==> src/rtl/core/trsd_pkg.sv <==
// Shared types, constants and length decode for the reply stream deframer.
package trsd_pkg;

    localparam int MAX_MESSAGE_DEFAULT = 532;

    localparam int POS_W   = 10;
    localparam int TOTAL_W = 17;

    // Byte positions inside a reply message
    localparam logic [POS_W-1:0] POS_FIRST   = 10'd0;
    localparam logic [POS_W-1:0] POS_CMD     = 10'd3;
    localparam logic [POS_W-1:0] POS_STATUS  = 10'd4;
    localparam logic [POS_W-1:0] POS_LEN_LO  = 10'd5;
    localparam logic [POS_W-1:0] POS_LEN_HI  = 10'd6;

    // Header plus status byte
    localparam logic [TOTAL_W-1:0] HDR_BYTES = 17'd5;

    // Command codes
    localparam logic [7:0] CMD_MOUNT   = 8'h00;
    localparam logic [7:0] CMD_OPENDIR = 8'h10;
    localparam logic [7:0] CMD_READDIR = 8'h11;
    localparam logic [7:0] CMD_READ    = 8'h21;
    localparam logic [7:0] CMD_WRITE   = 8'h22;
    localparam logic [7:0] CMD_STAT    = 8'h24;
    localparam logic [7:0] CMD_LSEEK   = 8'h25;
    localparam logic [7:0] CMD_OPEN    = 8'h29;
    localparam logic [7:0] CMD_SIZE    = 8'h30;
    localparam logic [7:0] CMD_FREE    = 8'h31;

    localparam logic [7:0] STATUS_OK = 8'h00;

    // Per-byte message markers
    typedef struct packed {
        logic first;
        logic last;
        logic err;
    } trsd_flags_t;

    // Length known at the status byte; zero when later bytes decide it
    function automatic logic [TOTAL_W-1:0] len_after_status(
        input logic [7:0] cmd,
        input logic [7:0] status
    );
        logic [TOTAL_W-1:0] len;
        len = HDR_BYTES;
        if (status == STATUS_OK)
        begin
            unique case (cmd)
                CMD_MOUNT, CMD_LSEEK, CMD_SIZE, CMD_FREE: len = HDR_BYTES + 17'd4;
                CMD_OPENDIR, CMD_OPEN:                    len = HDR_BYTES + 17'd1;
                CMD_WRITE:                                len = HDR_BYTES + 17'd2;
                CMD_STAT:                                 len = HDR_BYTES + 17'd22;
                CMD_READDIR, CMD_READ:                    len = '0;
                default:                                  len = HDR_BYTES;
            endcase
        end
        return len;
    endfunction

endpackage

==> src/rtl/core/trsd_in_stage.sv <==
// Input register stage of the reply stream deframer.
module trsd_in_stage (
    input  logic       clk,
    input  logic       rst_n,
    input  logic       in_valid,
    output logic       in_ready,
    input  logic [7:0] rx_byte,
    input  logic       can_load,
    output logic       fire,
    output logic [7:0] byte_out
);

    logic       valid_reg;
    logic       valid_next;
    logic [7:0] byte_reg;

    // Pass the held item on whenever the result stage can take it
    assign fire     = valid_reg && can_load;
    assign in_ready = !valid_reg || can_load;
    assign byte_out = byte_reg;

    // Fill on accept, drain on pass-on
    always_comb
    begin
        valid_next = valid_reg;
        if (in_valid && in_ready)
        begin
            valid_next = 1'b1;
        end
        else if (fire)
        begin
            valid_next = 1'b0;
        end
    end

    always_ff @(posedge clk or negedge rst_n)
    begin
        if (!rst_n)
        begin
            valid_reg <= 1'b0;
        end
        else
        begin
            valid_reg <= valid_next;
        end
    end

    // Capture the item byte
    always_ff @(posedge clk)
    begin
        if (in_valid && in_ready)
        begin
            byte_reg <= rx_byte;
        end
    end

endmodule

==> src/rtl/core/trsd_framer.sv <==
// Framing state and per-byte first/last/error decision.
module trsd_framer #(
    parameter int MAX_MESSAGE = trsd_pkg::MAX_MESSAGE_DEFAULT
) (
    input  logic                  clk,
    input  logic                  rst_n,
    input  logic                  fire,
    input  logic [7:0]            byte_in,
    output trsd_pkg::trsd_flags_t flags
);

    localparam int POS_W   = trsd_pkg::POS_W;
    localparam int TOTAL_W = trsd_pkg::TOTAL_W;
    localparam logic [POS_W:0]     MaxPos   = (POS_W+1)'(MAX_MESSAGE);
    localparam logic [TOTAL_W-1:0] MaxTotal = TOTAL_W'(MAX_MESSAGE);

    logic [POS_W-1:0]   pos_reg;
    logic [POS_W-1:0]   pos_next;
    logic [7:0]         cmd_reg;
    logic [7:0]         cmd_next;
    logic [7:0]         len_lo_reg;
    logic [7:0]         len_lo_next;
    logic [TOTAL_W-1:0] total_reg;
    logic [TOTAL_W-1:0] total_next;

    logic [TOTAL_W-1:0] total_upd;
    logic [POS_W:0]     pos_inc;

    // Decode length from the current byte and mark the message edges
    always_comb
    begin
        cmd_next    = cmd_reg;
        len_lo_next = len_lo_reg;
        total_upd   = total_reg;
        pos_inc     = {1'b0, pos_reg} + (POS_W+1)'(1);
        flags.first = (pos_reg == trsd_pkg::POS_FIRST);
        flags.last  = 1'b0;
        flags.err   = 1'b0;

        if (pos_reg == trsd_pkg::POS_CMD)
        begin
            cmd_next = byte_in;
        end
        else if (pos_reg == trsd_pkg::POS_STATUS)
        begin
            total_upd = trsd_pkg::len_after_status(cmd_reg, byte_in);
        end
        else if (pos_reg > trsd_pkg::POS_STATUS && total_reg == '0)
        begin
            if (cmd_reg == trsd_pkg::CMD_READDIR)
            begin
                if (byte_in == 8'h00)
                begin
                    total_upd = TOTAL_W'(pos_inc);
                end
            end
            else if (cmd_reg == trsd_pkg::CMD_READ)
            begin
                if (pos_reg == trsd_pkg::POS_LEN_LO)
                begin
                    len_lo_next = byte_in;
                end
                else if (pos_reg == trsd_pkg::POS_LEN_HI)
                begin
                    total_upd = trsd_pkg::HDR_BYTES + TOTAL_W'(2)
                              + TOTAL_W'({byte_in, len_lo_reg});
                end
            end
        end

        if (total_upd != '0)
        begin
            if (total_upd > MaxTotal)
            begin
                flags.last = 1'b1;
                flags.err  = 1'b1;
            end
            else if (TOTAL_W'(pos_inc) == total_upd)
            begin
                flags.last = 1'b1;
            end
        end
        else if (pos_inc >= MaxPos)
        begin
            flags.last = 1'b1;
            flags.err  = 1'b1;
        end

        // Restart framing after the last byte
        if (flags.last)
        begin
            pos_next   = '0;
            total_next = '0;
        end
        else
        begin
            pos_next   = pos_inc[POS_W-1:0];
            total_next = total_upd;
        end
    end

    // Advance state once per item
    always_ff @(posedge clk or negedge rst_n)
    begin
        if (!rst_n)
        begin
            pos_reg    <= '0;
            cmd_reg    <= '0;
            len_lo_reg <= '0;
            total_reg  <= '0;
        end
        else if (fire)
        begin
            pos_reg    <= pos_next;
            cmd_reg    <= cmd_next;
            len_lo_reg <= len_lo_next;
            total_reg  <= total_next;
        end
    end

`ifndef SYNTHESIS
    a_err_ends_message: assert property (@(posedge clk) disable iff (!rst_n)
        flags.err |-> flags.last)
        else $error("frame error without end of message");

    a_restart_after_last: assert property (@(posedge clk) disable iff (!rst_n)
        fire && flags.last |=> pos_reg == '0 && total_reg == '0)
        else $error("framing did not restart after last byte");

    a_pos_advances: assert property (@(posedge clk) disable iff (!rst_n)
        fire && !flags.last |=> pos_reg == $past(pos_reg) + POS_W'(1))
        else $error("byte position did not advance");

    a_pos_in_range: assert property (@(posedge clk) disable iff (!rst_n)
        {1'b0, pos_reg} < MaxPos)
        else $error("byte position beyond maximum message size");
`endif

endmodule

==> src/rtl/core/trsd_out_stage.sv <==
// Result register stage of the reply stream deframer.
module trsd_out_stage (
    input  logic                  clk,
    input  logic                  rst_n,
    input  logic                  fire,
    input  logic [7:0]            byte_in,
    input  trsd_pkg::trsd_flags_t flags_in,
    output logic                  can_load,
    output logic                  out_valid,
    input  logic                  out_ready,
    output logic [7:0]            data_byte,
    output logic                  first_of_message,
    output logic                  last_of_message,
    output logic                  frame_error
);

    logic                  valid_reg;
    logic                  valid_next;
    logic [7:0]            byte_reg;
    trsd_pkg::trsd_flags_t flags_reg;

    // Room when empty or when the held result leaves this cycle
    assign can_load         = !valid_reg || out_ready;
    assign out_valid        = valid_reg;
    assign data_byte        = byte_reg;
    assign first_of_message = flags_reg.first;
    assign last_of_message  = flags_reg.last;
    assign frame_error      = flags_reg.err;

    // Fill on load, drain on take
    always_comb
    begin
        valid_next = valid_reg;
        if (fire)
        begin
            valid_next = 1'b1;
        end
        else if (out_ready)
        begin
            valid_next = 1'b0;
        end
    end

    always_ff @(posedge clk or negedge rst_n)
    begin
        if (!rst_n)
        begin
            valid_reg <= 1'b0;
        end
        else
        begin
            valid_reg <= valid_next;
        end
    end

    // Hold the result payload
    always_ff @(posedge clk)
    begin
        if (fire)
        begin
            byte_reg  <= byte_in;
            flags_reg <= flags_in;
        end
    end

endmodule

==> src/rtl/core/tnfs_reply_stream_deframer.sv <==
// Reply stream deframer: marks message boundaries in a received reply byte stream.
//
// Input channel: rx_byte with in_valid/in_ready, one received byte per item.
// Output channel: data_byte with first_of_message, last_of_message and
// frame_error, under out_valid/out_ready; exactly one result item per input item,
// in order, with the byte unchanged.
// Each accepted byte passes one input register, then the framing decision, then
// the result register, which offers it under out_valid.
// Throughput is one item per cycle while out_ready stays high; the framing state
// updates once per byte, so consecutive bytes never wait on each other.
// A message that would exceed MAX_MESSAGE bytes ends early with frame_error and
// last_of_message set on the cutting byte; framing restarts at the next byte.
// Reset clears both stage valid flags and the framing state, so the first byte
// after reset starts a new message.
// When the receiver stalls, the result register holds and the input register
// keeps one more item; in_ready drops only while both are full and out_ready low.
module tnfs_reply_stream_deframer #(
    parameter int MAX_MESSAGE = trsd_pkg::MAX_MESSAGE_DEFAULT
) (
    input  logic       clk,
    input  logic       rst_n,
    input  logic       in_valid,
    output logic       in_ready,
    input  logic [7:0] rx_byte,
    output logic       out_valid,
    input  logic       out_ready,
    output logic [7:0] data_byte,
    output logic       first_of_message,
    output logic       last_of_message,
    output logic       frame_error
);

    logic                  can_load;
    logic                  fire;
    logic [7:0]            stage_byte;
    trsd_pkg::trsd_flags_t flags;

    trsd_in_stage u_in_stage (
        .clk      (clk),
        .rst_n    (rst_n),
        .in_valid (in_valid),
        .in_ready (in_ready),
        .rx_byte  (rx_byte),
        .can_load (can_load),
        .fire     (fire),
        .byte_out (stage_byte)
    );

    trsd_framer #(
        .MAX_MESSAGE (MAX_MESSAGE)
    ) u_framer (
        .clk     (clk),
        .rst_n   (rst_n),
        .fire    (fire),
        .byte_in (stage_byte),
        .flags   (flags)
    );

    trsd_out_stage u_out_stage (
        .clk              (clk),
        .rst_n            (rst_n),
        .fire             (fire),
        .byte_in          (stage_byte),
        .flags_in         (flags),
        .can_load         (can_load),
        .out_valid        (out_valid),
        .out_ready        (out_ready),
        .data_byte        (data_byte),
        .first_of_message (first_of_message),
        .last_of_message  (last_of_message),
        .frame_error      (frame_error)
    );

endmodule

==> config.mk <==
export PLATFORM = sky130hd
export DESIGN_NAME = tnfs_reply_stream_deframer
export DESIGN_NICKNAME = d
export VERILOG_FILES = /design/src/rtl/core/trsd_pkg.sv /design/src/rtl/core/trsd_in_stage.sv /design/src/rtl/core/trsd_framer.sv /design/src/rtl/core/trsd_out_stage.sv /design/src/rtl/core/tnfs_reply_stream_deframer.sv
export SDC_FILE = /design/constraint.sdc
export NUM_CORES = 1
export LEC_CHECK = 0
export BUFFER_PORTS_ARGS = -buffer_cell sky130_fd_sc_hd__buf_2
export CAP_MARGIN = 40
export CORE_MARGIN = 2
export CORE_UTILIZATION = 60
export DETAILED_ROUTE_END_ITERATION = 16
export PLACE_DENSITY = 0.78
export SYNTH_ARGS = -nofsm -noshare
export SYNTH_HDL_FRONTEND = slang
export SYNTH_HIERARCHICAL = 1
export SYNTH_SLANG_ARGS = --single-unit
==> constraint.sdc <==
create_clock -name clk -period 6.47 [get_ports clk]
set_clock_uncertainty 0.05 [all_clocks]
set_input_delay 0 -clock clk [delete_from_list [all_inputs] [get_ports clk]]
set_output_delay 0 -clock clk [all_outputs]
set_load 0.005 [all_outputs]
Word level (Yosys, flattened, before mapping)
Index checks and enable logic that the tools add are counted.
{"block": "totals", "inputBits": 12, "elab_cells": 73, "reg_bits": 64, "out_inout_bits": 13}
{"block": "op_classes", "n_bitwise": 3, "magnitude_cmp": 3, "n_mux": 21, "n_addsub": 2, "eq_ne": 14, "reduce_logical": 19}
{"op": "$mux W17", "n": 10}
{"op": "$eq A8 B6 Y1 const B", "n": 7}
{"op": "$eq A10 B3 Y1 const B", "n": 3}
{"op": "$pmux W5 S5", "n": 1}
{"op": "$add A3 B16 Y17 const A", "n": 1}
{"op": "$eq A11 B17 Y1", "n": 1}
{"op": "$gt A17 B10 Y1 const B", "n": 1}
{"op": "$logic_not A17 Y1", "n": 1}
{"op": "$reduce_bool A17 Y1", "n": 1}
{"op": "$eq A8 B5 Y1 const B", "n": 2}
{"op": "$logic_not A8 Y1", "n": 2}
{"op": "$add A10 B1 Y11 const B", "n": 1}
{"op": "$ge A11 B10 Y1 const B", "n": 1}
{"op": "$eq A10 B2 Y1 const B", "n": 1}
{"op": "$gt A10 B3 Y1 const B", "n": 1}
{"op": "$logic_not A10 Y1", "n": 1}
{"op": "$mux W10", "n": 1}
{"op": "$mux W1", "n": 7}
{"op": "$reduce_and A7 Y1", "n": 1}
{"op": "$mux W2", "n": 2}
{"op": "$reduce_bool A2 Y1", "n": 2}
{"op": "$reduce_or A2 Y1", "n": 2}
{"op": "$reduce_or A4 Y1", "n": 1}
{"op": "$logic_and A1 B1 Y1", "n": 3}
{"op": "4 further kinds", "n": 8}

Longest topological paths before layout
Gate-level depths: netlist of the first run.
{"block": "logic_depth", "ltp_word": 13, "depth_mapped": 14, "mapped_depth_nobuf": 13}

Hierarchy
The synthesis of the first run kept the hierarchy.
{"mod": "trsd_framer", "instances": 1, "seq_area_each_um2": 1076.0, "cells_each": 416, "area_per_inst_um2": 3542.1}
{"mod": "trsd_out_stage", "instances": 1, "seq_area_each_um2": 355.3, "cells_each": 14, "area_per_inst_um2": 377.9}
{"mod": "trsd_in_stage", "instances": 1, "seq_area_each_um2": 265.3, "cells_each": 13, "area_per_inst_um2": 300.3}

Worst setup path after synthesis of the first run
OpenSTA, ideal clock, no wires.
{"block": "synth_path", "kind": "register to register", "startpoint": "register u_framer.pos_reg[3]", "endpoint": "register u_framer.total_reg[5]", "required_ps": 6278, "arrival_time_ps": 3632, "stages_incl_launch_ff": 15, "path_buffers": 4, "setup_ps": 142, "period_less_slack_ps": 3824, "slack_ps": 2646, "path_cell_list": "dfrtp_1 buf_6 or4_4 buf_6 or3_1 buf_2 nor4_4 a221oi_2 o21ai_4 a21bo_1 or4_4 o211a_4 a211oi_2 buf_4 a211oi_1"}
{"block": "synth_via", "elab_chain_len": 13, "word_cells_on_any_way": 24, "classes_between": "1 x add/sub; 3 x order compare; 5 x eq/ne; 13 x mux; 2 x reduce/logical"}
{"item": "start: declaration", "line": "trsd_framer.sv:17", "text": "logic [POS_W-1:0] pos_reg;"}
{"item": "start signal: assignment", "line": "trsd_framer.sv:114", "text": "pos_reg <= pos_next;"}
{"item": "branches (longest 12 deep; another with $gt A17 B10 Y1)"}
{"item": "$mux W17 (*)", "line": "trsd_framer.sv:90", "text": "if (flags.last)"}
{"item": "end signal: assignment", "line": "trsd_framer.sv:117", "text": "total_reg <= total_next;"}
{"item": "end: declaration", "line": "trsd_framer.sv:23", "text": "logic [TOTAL_W-1:0] total_reg;"}
Every way passes the cells marked *.
A chain may end at the register's enable or synchronous reset.

Final worst setup path of the first run
{"block": "layout_path", "startpoint": "register u_framer.pos_reg[0]", "endpoint": "register u_framer.pos_reg[5]"}
{"block": "layout_via", "elab_chain_len": 13, "word_cells_on_any_way": 24, "classes_between": "1 x add/sub; 3 x order compare; 5 x eq/ne; 13 x mux; 2 x reduce/logical"}
{"item": "branches (longest 12 deep; another with $gt A17 B10 Y1)"}
{"item": "$mux W10 (*)", "line": "trsd_framer.sv:90"}
Marked as above.

==> results of run 1 <==
## power breakdown
part | switching (mW) | total (mW) | internal, mW
sequential | 0.0937 | 0.560 | 0.467
combinational | 0.252 | 0.409 | 0.157
clock | 0.162 | 0.298 | 0.136
total | 0.507 | 1.27 | 0.760
## worst max path at each step
stage | cells after the start | startpoint | to
6_report | 12 | u_framer/pos_reg[0]$_DFFE_PN0P_ | u_framer/pos_reg[5]$_DFFE_PN0P_
5_1_grt | 10 | u_framer/total_reg[16]$_DFFE_PN0P_ | u_framer/total_reg[8]$_DFFE_PN0P_
4_1_cts | 12 | u_framer/pos_reg[0]$_DFFE_PN0P_ | u_framer/pos_reg[5]$_DFFE_PN0P_
3_5_place_dp | 12 | u_framer/pos_reg[0]$_DFFE_PN0P_ | u_framer/pos_reg[5]$_DFFE_PN0P_
3_3_place_gp | 12 | u_framer/pos_reg[0]$_DFFE_PN0P_ | u_framer/pos_reg[5]$_DFFE_PN0P_
2_1_floorplan | 14 | u_framer/pos_reg[3]$_DFFE_PN0P_ | u_framer/total_reg[5]$_DFFE_PN0P_
## metal layers
| metal | GRT usage [%] | wire length [microns] | vias up |
|---|---|---|---|
| met3 | 5.56 | 1170 | 47 |
| met4 | 14.8 | 481 | 0 |
| met5 | 0 | 0 | - |
| li1 | - | - | 1759 |
| met2 | 50.1 | 5450 | 261 |
| met1 | 49.5 | 5310 | 1851 |
## worst max-delay path, cell delays in order (launching register included)
cell and delay, ps:
dfrtp_1 580, inv_1 180, ha_1 320, nand2b_1 180, and3_1 240, nor3_1 610, a21oi_1 180, o31ai_1 670
o21ai_0 160, a211o_1 320, o211a_4 160, a211oi_2 700, nor3_1 130
## metrics by stage
step / instance area, sq um / setup slack, ps / hold slack [ps] / total power [mW]
3_3_place_gp: 4390 / 2100 / 127 / 0.941
4_1_cts: 4700 / 2050 / 103 / 1.25
2_1_floorplan: 4220 / 2650 / -346 / 0.823
5_1_grt: 4700 / 1630 / 148 / 1.33
6_report: 4700 / 1830 / 87.4 / 1.27
3_5_place_dp: 4410 / 2110 / -63.2 / 0.945
## synth_stat cells, types with 4 or more instances
cell       n
a211o_1    5
a211oi_1  13
a21oi_1   16
a22o_1     5
a31o_2     4
and2_1     8
and3_1    10
and4_1     7
clkbuf_1  14
dfrtp_1   45
edfxtp_1  19
ha_1       5
inv_1     14
mux2_2    15
nand2_1   24
nand2b_1   6
nand3_1   23
nand4_1   11
nor2_1    32
nor2b_1   10
nor3_1    14
nor4_1    12
o21a_1     6
o21ai_0   18
or3_1      8
or4_1      5
xnor2_1    8
xor2_1    17
## area by class of cell
type                            count  share of cell area [%]
Clock buffer                       10                    2.72
Clock inverter                      6                   0.773
Inverter                           15                    1.23
Multi-Input combinational cell    343                    50.4
Sequential cell                    64                    36.1
Tap cell                           96                    2.56
Timing Repair Buffer               41                    6.18
## kinds of logic after synthesis
kind of cell	count (synthesis)	synth area share [%]
fa+ha+maj	5	1.48
simple gates	189	25.9
flops	64	40.2
compound gates	107	19.0
mux	17	4.48
buf+inv	36	3.74
xor+xnor	25	5.19
==> summary.txt, run 1 <==
Finish
  – Most frequent cells in the layout: dfrtp_1, nor2_1, buf_2, nand2_1, nand3_1
  – N_diodes: 0
  – FF/Latch Area: between 1500 and 2000 sq um
  – Flip-flop count of the largest register after layout: 17
  – Filler cell count: 525
  – Commonest non-fill, non-tap cell in the layout: dfrtp_1
  – P&R area growth vs syn: 11.3%
  – Area of the multi-input gates: between 2000 and 2500 sq um
  – Share of cells above drive strength 1: around 16%
  – Final Net Count: just under 500
  – Util after Layout: between 60% and 70%
  – Finished Layout Cells: between 500 and 600

Run
  – Max-Cap Viols: 0

Placed design
  – Dpl cells: about 550
  – Post-DP HPWL: about 8.9 mm
  – Placer Congestion: a little over 1
  – IO buf count: 24

Detailed routing
  – Routed Antenna Nets: 0
  – DR iter-0 viols: 581
  – DRT Pass-1 Iters: 5
  – Routed wire length: about 12 mm
  – Wirelength per Cell: around 22 microns
  – Via count: 3918
  – Vias per cell: around 6.8
  – DRC viols: 0

Timing
  – Slew @ Worst Pin: slightly below 1000 ps
  – Number of setup violations in the final report: 0
  – Fin. Hold Viols: 0
  – Slew Viols, Final: 0
  – Slew Limit Headroom: between 30% and 40%
  – Final period util: about 72%
  – Max Clk Rate: roughly 220 MHz
  – RSZ-0062 raised after global routing: false
  – Minimum clock period after layout: 4640 ps
  – Setup TNS: 0 ps

GRT
  – Initial antenna violation count: 0
  – GRT Util Overall: roughly 34%
  – GR Overflow Total: 0
  – First-pass GRT wire length: just under 20 mm
  – Vias in the first global route: 3675
  – Largest net degree at the start of global routing: 36

Synthesis
  – Async S/R FF share, synth: between 70% and 80%
  – Synth top area cells: dfrtp_1, edfxtp_1, mux2_2, xor2_1, nor2_1
  – Flops & latches, synth: 64
  – Synth Instances: approximately 440
  – Register area share after synthesis: 40.2%
  – Post-synth top area share: around a quarter
  – Leading area contributor after synthesis: dfrtp_1
  – Post-synth EDFFs: 19
  – Unique masters post-synth: 75
  – Mapped Avg Cell Area: ~9.5 sq um
  – Post-synth net total: 460
  – Ys flop type: dfrtp_1
  – Post-Syn Area: approximately 4200 sq um
  – Ys Warns: 6

Clock tree
  – Clk_lat worst skew: 340 ps
  – Root Buffer: clkbuf_8
  – PostCTS Resize Cnt: 0
  – Clk buf depth: 2
  – Post-CTS setup buffers: 0
  – CTS tree: done
  – Htree depth: 3
  – Cts hold-fix bufs: 12
  – CTS sink count: 64
  – Cts bufs inserted: 9
  – Worst-path clk slew: ~70 ps

Worst setup path
  – Setup CP Type: flip-flop to flip-flop
  – Worst EP arrival: ~4800 ps
  – Crit path required time: between 6000 and 7000 ps
  – CP endpoint kind: flip-flop
  – Worst-case reg-to-reg path depth: 12
  – Worst R2R Start: u_framer/pos_reg[0]$_DFFE_PN0P_
  – Crit start category: flip-flop
  – Critical path fanouts, max: 11
  – Flop-to-flop setup slack: roughly 1800 ps
  – R2r endpoint: u_framer/pos_reg[5]$_DFFE_PN0P_

Floorplan
  – Die W: around 88 microns
  – I/O Pins: 25
  – Die footprint: 7720 sq um
  – Die Ht: 87.9 microns
  – Rows: 30
  – Core area: just under 7000 sq um
  – Initial core utilization: between 60% and 70%

Power and ir drop
  – Pwr Density: around 270 nW/um^2
  – Worst vdd ir: ~140 uV
  – LEAKAGE: between 1.5 and 2 nW

Worst hold path
  – Worst min path class: input port to async pin

Run status
  – Status: finished clean
Note: power is estimated with default switching activity, not from simulation.
==> inputs of run 2 (changes only) <==
- ABC_AREA: default -> 1
- PLACE_DENSITY: 0.78 -> 0.77
- clock period: 6.47 -> 4.55 ns (I/O delays scaled with it)
==> summary.txt, run 2 <==
Run status
  – Status: finished clean

Placed design
  – DP Worst Slack: 1140 ps (-970 ps)
  – Placer Congestion: 1.00 (-1.1%)
  – Post-DP HPWL: 9.85 mm (+11%)
  – IO buf count: 24 (unchanged)

Synthesis
  – Post-synth top area share: 24.4% (-2.3 points)
  – Synth top area cells: dfrtp_1, nand2_1, edfxtp_1, nor2_1, inv_1
  – Register area share after synthesis: 36.8% (-3.4 points)
  – Async S/R FF share, synth: 70.3% (unchanged)
  – Post-Syn Area: 4610 sq um (+9.3%)
  – Commonest cells in the netlist: nand2_1, nor2_1, inv_1
  – Unique masters post-synth: 32 (-57%)
  – Post-synth net total: 720 (+57%)
  – Leading area contributor after synthesis: dfrtp_1
  – Most common cell in the netlist: nand2_1
  – Ys flop type: dfrtp_1
  – Synth Instances: 703 (+59%)
  – Mapped Avg Cell Area: 6.56 sq um (-31%)
  – Flops & latches, synth: 64 (unchanged)
  – Ys Warns: 6 (unchanged)
  – Post-synth EDFFs: 19 (unchanged)

Timing
  – Slew Viols, Final: 0 (unchanged)
  – WHS: 36.6 ps (-50.8 ps)
  – Fin. Hold Viols: 0 (unchanged)
  – Final period util: 78.5% (+6.8 points)
  – Max Clk Rate: 280 MHz (+30%)
  – Worst setup margin: 979 ps (-851 ps)
  – RSZ-0062 raised after global routing: false
  – Setup TNS: 0 ps (unchanged)
  – Minimum clock period after layout: 3570 ps (-1070 ps)
  – Slew @ Worst Pin: 736 ps (-232 ps)
  – Number of setup violations in the final report: 0 (unchanged)
  – Slew Limit Headroom: 51.0% (+16 points)

Finish
  – Final Net Count: 757 (+54%)
  – Flip-flop count of the largest register after layout: 17 (unchanged)
  – P&R area growth vs syn: 11.1%
  – Share of cells above drive strength 1: 12.3% (-4.1 points)
  – N_diodes: 0 (unchanged)
  – Commonest non-fill, non-tap cell in the layout: nand2_1
  – Most frequent cells in the layout: nand2_1, nor2_1, inv_1
  – Filler cell count: 627 (+19%)

GRT
  – GRT Util Overall: 34.0% (about the same)
  – Initial antenna violation count: 0 (unchanged)
  – Vias in the first global route: 4429 (+21%)
  – Largest net degree at the start of global routing: 35 (-2.8%)
  – GR Overflow Total: 0 (unchanged)
  – First-pass GRT wire length: 22.0 mm (+12%)

Clock tree
  – Clk_lat worst skew: 360 ps (+20 ps)
  – Worst-path clk slew: 90 ps (+20 ps)
  – Htree depth: 3 (unchanged)
  – Clk buf depth: 2 (unchanged)
  – Cts bufs inserted: 9 (unchanged)
  – CTS tree: done
  – CTS sink count: 64 (unchanged)
  – Root Buffer: clkbuf_8

Floorplan
  – Die footprint: 8410 sq um (+8.9%)
  – Die Ht: 91.7 microns (+4.3%)
  – Core area: 7330 sq um (+7.9%)
  – Die W: 91.7 microns (+4.3%)
  – Rows: 31 (+3.3%)
  – I/O Pins: 25 (unchanged)
  – Initial core utilization: 62.9% (+0.81 points)

Detailed routing
  – DRT Pass-1 Iters: 6 (+1)
  – DRC viols: 0 (unchanged)
  – DR iter-0 viols: 410 (-29%)
  – Wirelength per Cell: 15.8 microns (-27%)
  – Routed Antenna Nets: 0 (unchanged)
  – Routed wire length: 13.3 mm (+7.3%)
  – Via count: 4720 (+20%)
  – Vias per cell: 5.59 (-18%)

Power and ir drop
  – LEAKAGE: 2.69 nW (+45%)
  – Pwr Density: 455 nW/um^2 (+69%)
  – Worst vdd ir: 318 uV (+130%)
  – Total power: 2.33 mW (+84%)

Worst hold path
  – Worst min path class: input port to async pin

Worst setup path
  – CP endpoint kind: flip-flop
  – Crit path required time: 4740 ps (-1870 ps)
  – Critical path fanouts, max: 21 (+10)
  – Setup CP Type: flip-flop to flip-flop
  – Crit start category: flip-flop
  – Worst EP arrival: 3770 ps (-1010 ps)

Run
  – Max-Cap Viols: 0 (unchanged)
==> run 2: cell type report <==
cell class	instances	area (sq um)	area share, %
Timing Repair Buffer	39	295	5.76
Clock inverter	7	47.5	0.928
Sequential cell	64	1700	33.1
Clock buffer	9	124	2.42
Tap cell	99	124	2.42
Multi-Input combinational cell	526	2460	48.0
Inverter	100	375	7.33
==> run 2: repair_timing <==
item                                   4_1_cts  5_1_grt
resized for setup                            0        0
setup endpoints to repair                    0        0
hold buffers                                12        0
endpoints found under the hold margin       55        0
setup buffers                                0        0
==> run 2: kinds of logic after synthesis <==
logic type / synth area share, %
flops: 36.8
simple gates: 46.1
buf+inv: 9.87
xor+xnor: 1.90
fa+ha+maj: 1.36
compound gates: 3.99
==> run 2: layer usage <==
layer / part of all wire (%) / global-route usage [%] / up-vias / wire [microns]
met5: 0 / 0 / - / 0
met4: 2.4 / 13.9 / 0 / 317
met3: 9.1 / 6.98 / 31 / 1220
met2: 45 / 52.0 / 239 / 5990
met1: 43 / 47.1 / 2185 / 5790
li1: - / - / 2265 / -
==> run 2: worst max-delay path, stage by stage, from the launching register on <==
cell     delay (ps)
dfrtp_1         500
inv_1           150
ha_1            260
nand2_2         120
inv_1            50
o21ai_0         360
nand2_1         110
nor2_1          180
nand3_1         130
nand3_2         110
nand2_1          80
a21oi_1         150
nand4_1          90
nor2_1          190
nand3_2         560
nand3_2         270
nand2_1          90
==> run 2: path summary, 6_finish.rpt <==
| kind | from | slack [ps] | end | cells after the start |
|---|---|---|---|---|
| worst max register to register | u_framer/pos_reg[0]$_DFFE_PN0P_ | 980 | u_framer/total_reg[0]$_DFFE_PN0P_ | 16 |
| worst max-delay path | u_framer/pos_reg[0]$_DFFE_PN0P_ | 980 | u_framer/total_reg[0]$_DFFE_PN0P_ | 16 |
| max in group asynchronous | rst_n | 3900 | u_framer/pos_reg[4]$_DFFE_PN0P_ | 3 |
| worst min register to register | u_framer/len_lo_reg[0]$_DFFE_PN0P_ | 460 | u_framer/len_lo_reg[0]$_DFFE_PN0P_ | 2 |
| worst min-delay path | rst_n | 40 | u_framer/total_reg[5]$_DFFE_PN0P_ | 2 |
| min in group clk | rx_byte[7] | 310 | u_in_stage/byte_out[7]$_DFFE_PP_ | 2 |
==> run 2: where the power goes <==
group	switching (mW)	internal, mW	leakage (nW)	total [mW]
registers	0.110	0.697	0.788	0.808
logic	0.736	0.338	1.81	1.07
clock network	0.253	0.198	0.0870	0.451
==> run 2: stage by stage <==
| step | utilization [%] | std cells | cell area, sq um |
|---|---|---|---|
| after detailed placement | 65.9 | 816 | 4830 |
| after global placement | 65.3 | 814 | 4780 |
| after floorplan | - | 703 | 4610 |
| after CTS | 69.9 | 844 | 5120 |
| after global routing | 69.9 | 844 | 5120 |
| final | 69.9 | 844 | 5120 |
==> inputs of run 3 (changes only) <==
- clock period: 4.55 -> 3.6 ns (I/O delays scaled with it)
==> summary.txt, run 3 (synthesis results as in run 2) <==
Run status
  – Status: finished clean

Finish
  – Filler cell count: 569 (-9.3%)
  – Most frequent cells in the layout: nand2_1, nor2_1, inv_1
  – Final Net Count: 768 (+1.5%)
  – Finished Cell Area: 5300 sq um (+3.4%)
  – Share of cells above drive strength 1: 13.6% (+1.3 points)
  – N_diodes: 0 (unchanged)
  – Flip-flop count of the largest register after layout: 17 (unchanged)
  – Commonest non-fill, non-tap cell in the layout: nand2_1
  – P&R area growth vs syn: 14.9%

Detailed routing
  – Wirelength per Cell: 17.3 microns (+9.9%)
  – DR iter-0 viols: 566 (+38%)
  – Routed wire length: 14.8 mm (+11%)
  – DRT Pass-1 Iters: 6 (unchanged)
  – Via count: 4911 (+4.0%)
  – DRC viols: 0 (unchanged)
  – Vias per cell: 5.74 (+2.7%)
  – Routed Antenna Nets: 0 (unchanged)

Power and ir drop
  – Net Sw Frac: 45.0% (-2.1 points)
  – Worst vdd ir: 521 uV (+64%)
  – LEAKAGE: 2.78 nW (+3.6%)
  – Flop pwr share: 30.6% (-4.0 points)
  – Pwr Density: 628 nW/um^2 (+38%)
  – Clock Power Share: 24.2% (+4.9 points)
  – NetSw: 1.50 mW (+36%)
  – Combinational share of power: 45.1% (-1.0 points)
  – P_int: 1.83 mW (+48%)

Placed design
  – IO buf count: 24 (unchanged)
  – Post-DP HPWL: 10.3 mm (+4.4%)
  – Placer Congestion: 1.01 (+1.1%)
  – Cell Area, Placed: 4910 sq um (+1.7%)

GRT
  – Largest net degree at the start of global routing: 41 (+17%)
  – GRT Util Overall: 37.2% (+3.3 points)
  – Vias in the first global route: 4733 (+6.9%)
  – First-pass GRT wire length: 24.0 mm (+8.9%)
  – Initial antenna violation count: 0 (unchanged)
  – GR Overflow Total: 0 (unchanged)

Worst setup path
  – Critical path fanouts, max: 12 (-43%)
  – CP endpoint kind: flip-flop
  – Worst EP arrival: 3570 ps (-200 ps)
  – Crit start category: flip-flop
  – Crit path required time: 3850 ps (-890 ps)
  – Setup CP Type: flip-flop to flip-flop

Clock tree
  – Htree depth: 3 (unchanged)
  – Clk buf depth: 2 (unchanged)
  – Root Buffer: clkbuf_8
  – CTS sink count: 64 (unchanged)
  – Cts bufs inserted: 9 (unchanged)
  – CTS tree: done
  – Post-CTS setup buffers: 0 (unchanged)
  – Clk_lat worst skew: 360 ps (about the same)
  – Worst-path clk slew: 90 ps (about the same)

Run
  – Max-Cap Viols: 0 (unchanged)

Timing
  – Final period util: 92.1% (+14 points)
  – Setup TNS: 0 ps (unchanged)
  – Max Clk Rate: 302 MHz (+7.7%)
  – Number of setup violations in the final report: 0 (unchanged)
  – Minimum clock period after layout: 3320 ps (-255 ps)
  – Slew Viols, Final: 0 (unchanged)
  – RSZ-0062 raised after global routing: false
  – WHS: 108 ps (+71.3 ps)
  – Fin. Hold Viols: 0 (unchanged)
  – Slew Limit Headroom: 47.2% (-3.8 points)
  – Slew @ Worst Pin: 792 ps (+56.6 ps)

Floorplan
  – Core area: 7330 sq um (unchanged)
  – Initial core utilization: 62.9% (unchanged)
  – Die Ht: 91.7 microns (unchanged)
  – I/O Pins: 25 (unchanged)
  – Rows: 31 (unchanged)
  – Die W: 91.7 microns (unchanged)
  – Die footprint: 8410 sq um (unchanged)

Worst hold path
  – Worst min path class: input port to async pin
## run 3: repair_timing
action                                  in CTS  in global routing
hold endpoints to repair                    55                  0
hold buffers                                13                  0
endpoints found under the setup margin       0                 10
gates resized for setup                      0                  1
## run 3: critical path, cell delays in order (launching register included)
cell and delay [ps]:
dfrtp_1 520, inv_1 150, ha_1 260, nand2_2 120
inv_1 50, o21ai_0 310, nand2_1 100, nor2_1 150
nand3_1 140, nand3_2 110, nand2_1 100, nor2_2 150
nand2_1 70, nor2_1 90, nand3_1 80, nand2_1 80
nand2_2 90, inv_2 260, buf_12 190, nand3_2 100
nand2_1 90
## run 3: worst paths after layout
kind	slack [ps]	end	cells after the start	from
setup reg to reg	280	u_framer/total_reg[0]$_DFFE_PN0P_	20	u_framer/pos_reg[0]$_DFFE_PN0P_
hold reg to reg	440	u_framer/len_lo_reg[0]$_DFFE_PN0P_	2	u_framer/len_lo_reg[0]$_DFFE_PN0P_
setup / recovery	280	u_framer/total_reg[0]$_DFFE_PN0P_	20	u_framer/pos_reg[0]$_DFFE_PN0P_
max in group asynchronous	2630	u_framer/cmd_reg[3]$_DFFE_PN0P_	3	rst_n
hold / removal	110	u_framer/len_lo_reg[7]$_DFFE_PN0P_	3	rst_n
min in group clk	300	u_in_stage/byte_out[6]$_DFFE_PP_	2	rx_byte[6]
## run 3: per-layer routing
metal  vias up  global-route usage, %  part of all wire, %
met4         0                   13.5                  2.8
met1      2270                   50.2                   41
met3        46                   6.66                  9.2
li1       2287                      -                    -
met5         -                      0                    0
met2       308                   60.3                   47
## run 3: cell type report
cell class / instances / area [sq um] / share of cell area [%]
multi-input cells: 526 / 2470 / 46.6
clock buffers: 9 / 124 / 2.34
clock inverters: 7 / 125 / 2.36
repair buffers: 50 / 385 / 7.27
flip-flops and latches: 64 / 1700 / 32.0
inverters: 100 / 375 / 7.08
well taps: 99 / 124 / 2.34
## run 3: through the flow
stage,worst slack (ps),power (mW),instances,util [%]
finish,284,3.33,855,72.3
global route,30.2,3.53,855,72.3
CTS,310,3.24,855,72.2
detailed placement,328,2.43,826,67.0
global placement,428,2.40,825,66.7
floorplan,1080,2.03,703,-
## run 3: power groups by stage
stage,clock network [mW],registers [mW],logic [mW]
global route,0.835,1.04,1.66
global placement,0,1.01,1.38
floorplan,0,0.993,1.03
CTS,0.804,1.01,1.42
detailed placement,0,1.02,1.40
finish,0.806,1.02,1.50
